## src/spibx_pkg.sv

```systemverilog
// ----------------------------------------------------------------------------
// SPI buffer exchange engine package
// Beat payload types, action and link mode codes, and controller states.
// ----------------------------------------------------------------------------
`default_nettype none

package spibx_pkg;

	// Action codes carried in the input beat.
	localparam logic [2:0] ACT_WRITE = 3'd0;
	localparam logic [2:0] ACT_SEND  = 3'd1;
	localparam logic [2:0] ACT_RECV  = 3'd2;
	localparam logic [2:0] ACT_XCHG  = 3'd3;
	localparam logic [2:0] ACT_READ  = 3'd4;

	// Link mode register codes; the fourth code behaves as disabled.
	localparam logic [1:0] MODE_OFF    = 2'd0;
	localparam logic [1:0] MODE_MASTER = 2'd1;
	localparam logic [1:0] MODE_SLAVE  = 2'd2;

	// Number of distinct values of the address field.
	localparam int unsigned ADDR_SPAN = 256;

	typedef struct packed {
		logic [2:0] action;
		logic [7:0] address;
		logic [7:0] byte_value;
		logic [8:0] length;
	} spibx_in_t;

	typedef struct packed {
		logic       send_valid;
		logic [7:0] send_byte;
		logic [7:0] read_byte;
		logic       done_res;
		logic       overrun;
	} spibx_out_t;

	typedef enum logic [2:0] {
		ST_IDLE,
		ST_FILL,
		ST_LOOK,
		ST_NEXT,
		ST_RESP
	} spibx_state_t;

endpackage

`default_nettype wire

```

## src/spi_buffer_exchange_engine.sv

```systemverilog
// Path, input beat to result register: writes, unknown actions, ignored exchanges, silent send
// starts and empty receive starts finish in ST_IDLE; reads, master send starts, slave exchanges
// and the final byte of a master transfer finish in ST_LOOK; other master exchanges in ST_NEXT.
// A non-empty receive start zeroes one entry a cycle in ST_FILL up to its saturated length.
// One item is in flight: the next beat is taken the cycle after the result is registered.
// Reset clears the controller, sets done and disables the link; the buffer is not cleared.
// ----------------------------------------------------------------------------
// SPI buffer exchange engine
// Full-duplex SPI buffer transfer controller built around one byte buffer.
// ----------------------------------------------------------------------------
`default_nettype none

module spi_buffer_exchange_engine #(
	parameter int unsigned BUF_DEPTH = 256
) (
	input  wire logic                  clk,
	input  wire logic                  arst_n,
	input  wire logic                  cfg_we,
	input  wire logic [1:0]            cfg_wdata,
	input  wire logic                  in_valid,
	output logic                       in_ready,
	input  wire spibx_pkg::spibx_in_t  in_data,
	output logic                       out_valid,
	input  wire logic                  out_ready,
	output spibx_pkg::spibx_out_t      out_data
);

	localparam int unsigned AW = (BUF_DEPTH > 1) ? $clog2(BUF_DEPTH) : 1;
	localparam logic [16:0] DEPTH_W = 17'(BUF_DEPTH);

	spibx_pkg::spibx_state_t state_q, state_d;
	logic [1:0]            mode_q;
	logic [8:0]            pos_q, pos_d;
	logic [8:0]            len_q, len_d;
	logic [8:0]            fill_q, fill_d;
	logic                  done_q, done_d;
	logic [2:0]            act_q;
	logic [7:0]            rx_q;
	spibx_pkg::spibx_out_t res_q, res_d, out_q;
	logic                  out_valid_q;

	logic          accept, out_free, fin, load_out;
	logic          link_on, is_master, is_slave;
	logic [8:0]    len_sat;
	logic [8:0]    pos_inc;
	logic [AW-1:0] addr_idx;
	logic          ram_we, ram_re;
	logic [AW-1:0] ram_waddr, ram_raddr;
	logic [7:0]    ram_wdata, ram_rdata;
	logic [AW-1:0] addr_map [spibx_pkg::ADDR_SPAN];

	// Address to buffer entry, folded modulo the depth at elaboration.
	for (genvar g = 0; g < spibx_pkg::ADDR_SPAN; g++) begin : g_addr_map
		assign addr_map[g] = AW'(g % BUF_DEPTH);
	end

	spibx_ram #(
		.DEPTH(BUF_DEPTH),
		.AW   (AW)
	) u_ram (
		.clk  (clk),
		.we   (ram_we),
		.waddr(ram_waddr),
		.wdata(ram_wdata),
		.re   (ram_re),
		.raddr(ram_raddr),
		.rdata(ram_rdata)
	);

	// Handshake and decoded mode.
	assign in_ready  = (state_q == spibx_pkg::ST_IDLE);
	assign accept    = in_valid && in_ready;
	assign out_free  = !out_valid_q || out_ready;
	assign is_master = (mode_q == spibx_pkg::MODE_MASTER);
	assign is_slave  = (mode_q == spibx_pkg::MODE_SLAVE);
	assign link_on   = is_master || is_slave;
	assign addr_idx  = addr_map[in_data.address];
	assign pos_inc   = pos_q + 9'd1;

	// Transfer length saturated to the buffer depth.
	assign len_sat = ({8'd0, in_data.length} > DEPTH_W) ? 9'(BUF_DEPTH) : in_data.length;

	// Next state.
	always_comb begin
		state_d = state_q;
		case (state_q)
			spibx_pkg::ST_IDLE: begin
				if (accept) begin
					if (fin) begin
						state_d = out_free ? spibx_pkg::ST_IDLE : spibx_pkg::ST_RESP;
					end else if (in_data.action == spibx_pkg::ACT_RECV) begin
						state_d = spibx_pkg::ST_FILL;
					end else begin
						state_d = spibx_pkg::ST_LOOK;
					end
				end
			end
			spibx_pkg::ST_FILL: begin
				if (fin) begin
					state_d = out_free ? spibx_pkg::ST_IDLE : spibx_pkg::ST_RESP;
				end
			end
			spibx_pkg::ST_LOOK: begin
				if (fin) begin
					state_d = out_free ? spibx_pkg::ST_IDLE : spibx_pkg::ST_RESP;
				end else begin
					state_d = spibx_pkg::ST_NEXT;
				end
			end
			spibx_pkg::ST_NEXT: begin
				state_d = out_free ? spibx_pkg::ST_IDLE : spibx_pkg::ST_RESP;
			end
			spibx_pkg::ST_RESP: begin
				if (out_free) begin
					state_d = spibx_pkg::ST_IDLE;
				end
			end
			default: begin
				state_d = spibx_pkg::ST_IDLE;
			end
		endcase
	end

	// Buffer accesses, control updates and the result of the finishing step.
	always_comb begin
		ram_we    = 1'b0;
		ram_waddr = '0;
		ram_wdata = rx_q;
		ram_re    = 1'b0;
		ram_raddr = '0;
		fin       = 1'b0;
		res_d     = '0;
		pos_d     = pos_q;
		len_d     = len_q;
		fill_d    = fill_q;
		done_d    = done_q;
		case (state_q)
			spibx_pkg::ST_IDLE: begin
				if (accept) begin
					case (in_data.action)
						spibx_pkg::ACT_WRITE: begin
							ram_we    = 1'b1;
							ram_waddr = addr_idx;
							ram_wdata = in_data.byte_value;
							fin       = 1'b1;
						end
						spibx_pkg::ACT_SEND: begin
							len_d  = len_sat;
							pos_d  = '0;
							done_d = (len_sat == '0);
							if (len_sat != '0 && is_master) begin
								ram_re = 1'b1;
							end else begin
								fin = 1'b1;
							end
						end
						spibx_pkg::ACT_RECV: begin
							len_d  = len_sat;
							pos_d  = '0;
							fill_d = '0;
							done_d = (len_sat == '0);
							fin    = (len_sat == '0);
						end
						spibx_pkg::ACT_XCHG: begin
							if (!link_on || done_q || pos_q >= len_q) begin
								res_d.overrun = 1'b1;
								fin           = 1'b1;
							end else begin
								ram_re    = 1'b1;
								ram_raddr = AW'(pos_q);
							end
						end
						spibx_pkg::ACT_READ: begin
							ram_re    = 1'b1;
							ram_raddr = addr_idx;
						end
						default: begin
							fin = 1'b1;
						end
					endcase
				end
			end
			spibx_pkg::ST_FILL: begin
				// Zero one entry a cycle; entry 0 is then the first byte a master sends.
				ram_we    = 1'b1;
				ram_waddr = AW'(fill_q);
				ram_wdata = '0;
				fill_d    = fill_q + 9'd1;
				if (fill_q == len_q - 9'd1) begin
					fin              = 1'b1;
					res_d.send_valid = is_master;
				end
			end
			spibx_pkg::ST_LOOK: begin
				case (act_q)
					spibx_pkg::ACT_SEND: begin
						res_d.send_valid = 1'b1;
						res_d.send_byte  = ram_rdata;
						fin              = 1'b1;
					end
					spibx_pkg::ACT_READ: begin
						res_d.read_byte = ram_rdata;
						fin             = 1'b1;
					end
					spibx_pkg::ACT_XCHG: begin
						// A slave replies with the entry before it is overwritten.
						if (is_slave) begin
							res_d.send_valid = 1'b1;
							res_d.send_byte  = ram_rdata;
						end
						ram_we    = 1'b1;
						ram_waddr = AW'(pos_q);
						pos_d     = pos_inc;
						if (pos_inc >= len_q) begin
							done_d = 1'b1;
							fin    = 1'b1;
						end else if (is_master) begin
							ram_re    = 1'b1;
							ram_raddr = AW'(pos_inc);
						end else begin
							fin = 1'b1;
						end
					end
					default: begin
						fin = 1'b1;
					end
				endcase
			end
			spibx_pkg::ST_NEXT: begin
				res_d.send_valid = 1'b1;
				res_d.send_byte  = ram_rdata;
				fin              = 1'b1;
			end
			default: begin
			end
		endcase
		res_d.done_res = done_d;
	end

	// The result register loads from the finishing step or from the holding register.
	assign load_out = out_free && ((state_q == spibx_pkg::ST_RESP) || fin);

	// Control registers.
	always_ff @(posedge clk or negedge arst_n) begin
		if (!arst_n) begin
			state_q     <= spibx_pkg::ST_IDLE;
			mode_q      <= spibx_pkg::MODE_OFF;
			pos_q       <= '0;
			len_q       <= '0;
			fill_q      <= '0;
			done_q      <= 1'b1;
			out_valid_q <= 1'b0;
		end else begin
			state_q <= state_d;
			pos_q   <= pos_d;
			len_q   <= len_d;
			fill_q  <= fill_d;
			done_q  <= done_d;
			if (cfg_we) begin
				mode_q <= cfg_wdata;
			end
			if (load_out) begin
				out_valid_q <= 1'b1;
			end else if (out_ready) begin
				out_valid_q <= 1'b0;
			end
		end
	end

	// Payload registers.
	always_ff @(posedge clk) begin
		if (accept) begin
			act_q <= in_data.action;
			rx_q  <= in_data.byte_value;
		end
		if (fin && !out_free) begin
			res_q <= res_d;
		end
		if (load_out) begin
			out_q <= (state_q == spibx_pkg::ST_RESP) ? res_q : res_d;
		end
	end

	assign out_valid = out_valid_q;
	assign out_data  = out_q;

endmodule

`default_nettype wire

```

## src/spibx_ram.sv

```systemverilog
// ----------------------------------------------------------------------------
// SPI buffer exchange engine byte buffer
// Single write port, single read port, registered read data.
// ----------------------------------------------------------------------------
`default_nettype none

module spibx_ram #(
	parameter int unsigned DEPTH = 256,
	parameter int unsigned AW    = 8
) (
	input  wire logic          clk,
	input  wire logic          we,
	input  wire logic [AW-1:0] waddr,
	input  wire logic [7:0]    wdata,
	input  wire logic          re,
	input  wire logic [AW-1:0] raddr,
	output logic      [7:0]    rdata
);

	logic [7:0] mem_q [DEPTH];
	logic [7:0] rdata_q;

	// Write port.
	always_ff @(posedge clk) begin
		if (we) begin
			mem_q[waddr] <= wdata;
		end
	end

	// Read port; the data holds until the next read is issued.
	always_ff @(posedge clk) begin
		if (re) begin
			rdata_q <= mem_q[raddr];
		end
	end

	assign rdata = rdata_q;

endmodule

`default_nettype wire

```

## config.mk

```make
export PLATFORM = sky130hd
export DESIGN_NAME = spi_buffer_exchange_engine
export DESIGN_NICKNAME = d
export VERILOG_FILES = /design/src/spibx_pkg.sv /design/src/spi_buffer_exchange_engine.sv /design/src/spibx_ram.sv
export SDC_FILE = /design/constraint.sdc
export NUM_CORES = 2
export LEC_CHECK = 0
export BUFFER_PORTS_ARGS = -buffer_cell sky130_fd_sc_hd__buf_2
export CORE_ASPECT_RATIO = 1.2
export CORE_MARGIN = 2
export CORE_UTILIZATION = 45
export CTS_CLUSTER_SIZE = 40
export DETAILED_ROUTE_END_ITERATION = 7
export GPL_ROUTABILITY_DRIVEN = 0
export GPL_TIMING_DRIVEN = 0
export MAX_ROUTING_LAYER = met4
export PLACE_DENSITY_LB_ADDON = 0.3
export REMOVE_ABC_BUFFERS = 1
export SYNTH_ARGS = -nofsm -noshare
export SYNTH_HDL_FRONTEND = slang
export SYNTH_SLANG_ARGS = --single-unit
```

## constraint.sdc

```tcl
create_clock -name clk -period 14.9 [get_ports clk]
set_clock_uncertainty 0.05 [all_clocks]
set_input_delay 3.725 -clock clk [delete_from_list [all_inputs] [get_ports clk]]
set_output_delay 3.725 -clock clk [all_outputs]
set_load 0.03 [all_outputs]
```

After elaboration in Yosys (flattened, before gate mapping)
Memories as Yosys holds them, arrays and structs flattened. A register that Yosys moved wholly into a read port is not among the register bits.
Index checks and enable logic that the tools add are counted.
{"block": "op_classes", "n_addsub": 3, "n_lt_le_gt_ge": 4, "n_eq_ne": 20, "mux": 73, "n_bitwise": 1, "n_reduce_logical": 24}
{"operator": "$mux 8", "n": 14}
{"operator": "$pmux 8 s2", "n": 4}
{"operator": "$mux 9", "n": 7}
{"operator": "$pmux 9 s2", "n": 3}
{"operator": "$mux 1", "n": 28}
{"operator": "$pmux 8 s3", "n": 1}
{"operator": "$mux 19", "n": 1}
{"operator": "$add 9x1->9 const B", "n": 2}
{"operator": "$ge 9x9->1", "n": 2}
{"operator": "$mux 3", "n": 6}
{"operator": "$eq 3x2->1 const B", "n": 5}
{"operator": "$pmux 3 s5", "n": 1}
{"operator": "$eq 3x1->1 const B", "n": 3}
{"operator": "$eq 3x3->1 const B", "n": 3}
{"operator": "$eq 9x9->1", "n": 1}
{"operator": "$ge 9x9->1 const B", "n": 1}
{"operator": "$gt 9x9->1 const B", "n": 1}
{"operator": "$logic_not 9->1", "n": 1}
{"operator": "$not 8->9", "n": 1}
{"operator": "$pmux 1 s3", "n": 3}
{"operator": "$reduce_and 3->1", "n": 3}
{"operator": "$reduce_bool 9->1", "n": 1}
{"operator": "$sub 9x1->9 const B", "n": 1}
{"operator": "$pmux 1 s4", "n": 2}
{"operator": "other kinds (13)", "n": 30}
{"block": "word_totals", "reg_bits": 83, "ramBits": 2048, "romBits": 2048, "input_bits": 35, "out_inout_bits": 21, "wordCells": 146, "mem_count": 2}
{"name": "(name not given)", "words": 256, "word_bits": 8, "rd": 1, "rd_ports_with_merged_regs": 0, "wr": 0, "line_no": "spi_buffer_exchange_engine.sv:77", "text": "assign addr_idx = addr_map[in_data.address];"}
{"name": "u_ram.mem_q", "words": 256, "word_bits": 8, "rd": 1, "rd_ports_with_merged_regs": 1, "wr": 1, "line_no": "spibx_ram.sv:20", "text": "logic [7:0] mem_q [DEPTH];"}

Depth between registers and ports, before layout
{"block": "depth", "word_depth": 12, "depth_mapped": 24, "mapped_depth_nobuf": 18}

By module
Synthesis repeated with hierarchy kept, for this count alone.
{"block": "hier_totals", "hier_cells": 4205, "area_unflattened_um2": 84448.5}
{"mod": "spibx_ram", "instances": 1, "cells_per_inst": 3733, "area_per_inst_um2": 79636.4, "seq_area_each_um2": 61739.2}
{"mod": "spi_buffer_exchange_engine", "instances": 1, "cells_per_inst": 472, "area_per_inst_um2": 4812.1, "seq_area_each_um2": 2323.5}

Worst setup path after synthesis
OpenSTA, ideal clock, no wires.
{"block": "synth_timing", "path_kind": "input port to flip-flop", "from": "input port in_valid", "to": "memory u_ram.mem_q[0][4] (data pin)", "setup_ps": 2186, "arrival_time_ps": 14496, "required_ps": 12664, "path_slack_ps": -1832, "path_stages": 6, "n_path_buf": 3, "cell_sequence": "or4b_4 buf_6 nor4_1 clkbuf_1 clkbuf_1 o21ai_0"}
{"block": "synth_between", "elab_chain_len": 3}
{"element": "start, declared", "line_no": "spi_buffer_exchange_engine.sv:20", "text": "input wire logic in_valid,"}
{"element": "$logic_and 1x1->1", "line_no": "spi_buffer_exchange_engine.sv:72", "text": "assign accept = in_valid && in_ready;"}
{"element": "$mux 8", "line_no": "spi_buffer_exchange_engine.sv:139", "text": "if (accept) begin"}
{"element": "$pmux 8 s2", "line_no": "spi_buffer_exchange_engine.sv:137", "text": "case (state_q)"}
{"element": "net ram_wdata[4]", "line_no": "spi_buffer_exchange_engine.sv:49", "text": "logic [7:0] ram_wdata, ram_rdata;"}
{"element": "end, declared", "line_no": "spibx_ram.sv:20"}
The timed path passes the listed nets, and every way through them passes these cells.

Worst setup path in the final report
{"block": "layout_timing", "from": "input port in_valid", "to": "register u_ram.rdata_q[6], in the netlist u_ram.rdata[6] (read register of u_ram.mem_q) (data pin)"}
{"block": "layout_between", "elab_chain_len": 3, "elab_cells_between_ends": 5, "cone_classes": "mux (4); reduce/logical (1)"}
{"element": "$logic_and 1x1->1 *", "line_no": "spi_buffer_exchange_engine.sv:72"}
{"element": "$mux 8 or $mux 1 (tied branches)", "line_no": "spi_buffer_exchange_engine.sv:139"}
{"element": "$pmux 8 s2 or $pmux 1 s2 (tied branches)", "line_no": "spi_buffer_exchange_engine.sv:137"}
{"element": "end, declared", "line_no": "spibx_ram.sv:21", "text": "logic [7:0] rdata_q;"}
Every way passes the cells marked *; elsewhere a longest branch is shown, timed or not.
A chain may end at the register's enable or synchronous reset.

==> key figures <==
Status
  • Status: complete, no violations

CTS
  • Root Buffer: clkbuf_16
  • Num CTS Buffers: 195
  • Cts repair resizes: 0
  • Worst-Skew Late Latency: 0.86 ns
  • H-tree Lvls: 4
  • Clock Path Buffers: 3
  • # clock sinks: 2139
  • TritonCTS clock tree: done
  • # hold bufs at CTS: 0
  • Post-CTS setup buffer count: 0
  • Clock-pin slew on the worst setup and hold paths: 0.06 ns

Floorplanning
  • Die width: 405 µm
  • # IOs: 56
  • Die footprint: 197000 µm²
  • Core ar.: 192000 µm²
  • DIE HEIGHT: 486 µm
  • Row cnt: 176
  • Initial Util: 0.453

Critical path
  • WP data required: 15.32 ns
  • Worst EP arrival: 11.28 ns
  • Setup crit end kind: flip-flop
  • FF-to-FF path depth: 23
  • CP Launch Type: input pin
  • Setup CP Type: input pin to flip-flop
  • Crit path max fanout: 108
  • Reg2Reg Setup Slack: 5.69 ns
  • Worst r2r src: pos_q[0]
  • Worst reg2reg endpoint: u_ram.rdata[6]

Cells and area
  • Layout Utilization: 0.515
  • Filler instances: 15927
  • P&R area growth vs syn: 13.6%
  • Multi-input gate area: 21200 µm²
  • Fin nets: 6778
  • FF/Latch Area: 64100 µm²
  • Final Non-Filler Cells: 9478
  • Ratio of cells with drive above 1 in the final layout: 0.0848

Yosys
  • Number of synthesized flops with an enable pin: 2105
  • Mapped Area: 87000 µm²
  • Cell count after synthesis: 6742
  • Synth Area per Inst: 12.9 µm²
  • Synth area leader: edfxtp_1
  • Register area share after synthesis: 0.736
  • Largest cells by area after synthesis: edfxtp_1 73%, nand2_1 7.1%, nand3_1 4.1%
  • Synth Warn #: 0
  • Cell variety after synth: 77
  • Main synth FF type: edfxtp_1
  • Post-synth top area share: 0.726
  • Yosys reg bits: 2139
  • Ys async rst share: 0.0159

Placement
  • Placed Cells incl. Taps: 9103
  • Post-DP HPWL: 165 mm
  • IO buf count: 55

Hold path
  • HP Class: flip-flop to flip-flop
  • Hold_sp: res_q[3]
  • Hold Crit Endpoint: out_data[3]
  • Hold Crit Depth: 1

Route
  • Drt total wl: 260 mm
  • Residual DRC count: 0
  • DRT iter0 DRCs: 7953
  • Avg WL per Cell: 27.4 µm
  • Pre-Repair DR Iteration Count: 8
  • Vias per inst: 6.04
  • Vias: 57290
  • Post-route ant nets: 0

Timing
  • Hold slack: 0.451 ns
  • Setup violators final: 0
  • Max_slew headroom: 0.0550
  • Worst-Margin Slew: 1.41 ns
  • Final Hold Vio Count: 0
  • Tmin final: 10.86 ns
  • Final period utilization: 0.729
  • F_max: 0.0921 GHz
  • Slew Viols, Final: 0
  • RSZ-0062 raised after global routing: no

Flow run
  • Max_cap viols: 0

GRT
  • GRT overflow: 0
  • Number of global-route vias before repair: 53695
  • GR Util All Layers: 0.267
  • Global-route wire length before repair: 373 mm
  • Largest net degree at the start of global routing: 130
  • Initial antenna violation count: 13

Pwr
  • Share of power burned in registers: 0.510
  • Peak supply drop: 0.000127 V
  • Sw Pwr: 3830 µW
  • Clock power share: 0.342
  • Sw Share: 0.263
  • Pwr dens: 148 nW/µm²
  • Combinational share of power: 0.148
  • Leakage: 0.0328 µW
  • Int Power: 10800 µW
==> worst max path at each step <==
| stage | cells past startpoint | slack, ns | end | startpoint |
|---|---|---|---|---|
| global route | 19 | 3.84 | u_ram.rdata[6] | in_data[27] |
| global placement | 12 | -50.34 | u_ram.rdata[7] | in_data[27] |
| floorplan | 12 | -6.24 | u_ram.rdata[4] | in_valid |
| detailed placement | 19 | 3.30 | u_ram.rdata[6] | in_valid |
| finish | 19 | 4.04 | u_ram.rdata[6] | in_valid |
| CTS | 19 | 4.18 | u_ram.rdata[6] | in_valid |
==> worst max-delay path, cell delays in order <==
cell and delay [ns]:
buf_2 0.09, or4b_4 0.58, nor2b_1 0.89, a2bb2oi_4 0.36
buf_12 0.27, buf_12 0.18, nand2_8 0.39, buf_16 0.35
buf_16 0.37, buf_16 0.42, buf_16 0.40, buf_16 0.39
mux2i_1 0.25, a211oi_1 0.10, a311oi_1 0.35, a31oi_1 0.22
o21ai_0 0.91, nor4b_1 0.38, o22ai_1 0.29
==> cell usage after synthesis, drive strengths merged, types with 11 or more instances <==
library cell / number
o31ai: 13
o211ai: 15
nand2: 1658
a21oi: 89
a21o: 20
and2: 26
a32oi: 44
inv: 22
mux2i: 116
and3: 131
ha: 23
o21ai: 172
xnor2: 11
clkbuf: 149
edfxtp: 2105
nand3: 718
xor2: 13
nand4: 82
nor2b: 13
a211oi: 124
o22ai: 15
dfrtp: 33
nor3b: 11
a31oi: 110
a311oi: 85
nor4: 15
buf: 303
nor2: 462
a22oi: 14
nor3: 32
a221oi: 15
==> kinds of logic (layout without fill, tap and decap cells) <==
kind of cell               Yosys count  after routing  synth area share
and+or+nand+nor                   3176           3176             0.158
DFF                               2139           2139             0.736
AOI/OAI and AO/OA                  787            787            0.0624
buffers and inverters              474            619            0.0247
muxes                              119            119            0.0137
xor gates and xnor gates            24             24           0.00241
adders and majority gates           23             23           0.00331
other                                0             10                 0
==> stage by stage <==
stage                     setup TNS [ns]  power (µW)  setup slack (ns)  cell area, µm²
after global routing                   0       15000              3.84           98900
after detailed placement               0        9690              3.30           92600
after CTS                              0       14600              4.18           98800
after global placement                 -       10600            -50.34           88500
after floorplan                 -3240.26        9090             -6.24           85000
final                                  0       14600              4.04           98900
==> layer usage <==
| metal | track usage | vias to the layer above | routed length, µm |
|---|---|---|---|
| met1 | 0.343 | 28475 | 97700 |
| li1 | - | 24940 | - |
| met4 | 0.133 | 0 | 14700 |
| met5 | - | - | 0 |
| met3 | 0.0491 | 592 | 25900 |
| met2 | 0.408 | 3283 | 122000 |
==> flip-flops by register name (all words and copies together) (netlist names) <==
name / flops
act_q: 3
done_q: 1
fill_q: 9
len_q: 9
mode_q: 2
out_data: 19
out_valid: 1
pos_q: 9
res_q: 19
rx_q: 8
state_q: 3
u_ram.mem_q: 2048
u_ram.rdata: 8
==> power groups by stage <==
stage	Clock [µW]	Combinational, µW	Sequential [µW]
after floorplan	0	926	8170
after global placement	0	1760	8830
after detailed placement	0	2120	7570
after CTS	5020	2130	7440
after global routing	5240	2270	7450
final	4990	2160	7440
==> layout make-up <==
type                            instances  share of cell area
Inverter                               22            0.000835
Clock buffer                          239              0.0520
Antenna cell                           10            0.000253
Timing Repair Buffer                  233              0.0408
Sequential cell                      2139               0.648
Clock inverter                        125              0.0113
Multi-Input combinational cell       4129               0.214
Tap cell                             2581              0.0327
==> layout by cell type, fill, tap and decap left out, drive strengths merged, types with 18 or more instances in the layout <==
master,count
and3,131
nor2,462
edfxtp,2105
a311oi,85
a211oi,124
nand2,1658
mux2i,116
nand4,82
clkinv,90
ha,23
and2,26
inv,32
a32oi,44
nand3,718
bufinv,18
dfrtp,33
nor3,32
buf,233
a31oi,110
clkbuf,239
a21oi,89
o21ai,172
a21o,20
Power figures use the tool's default switching activity.
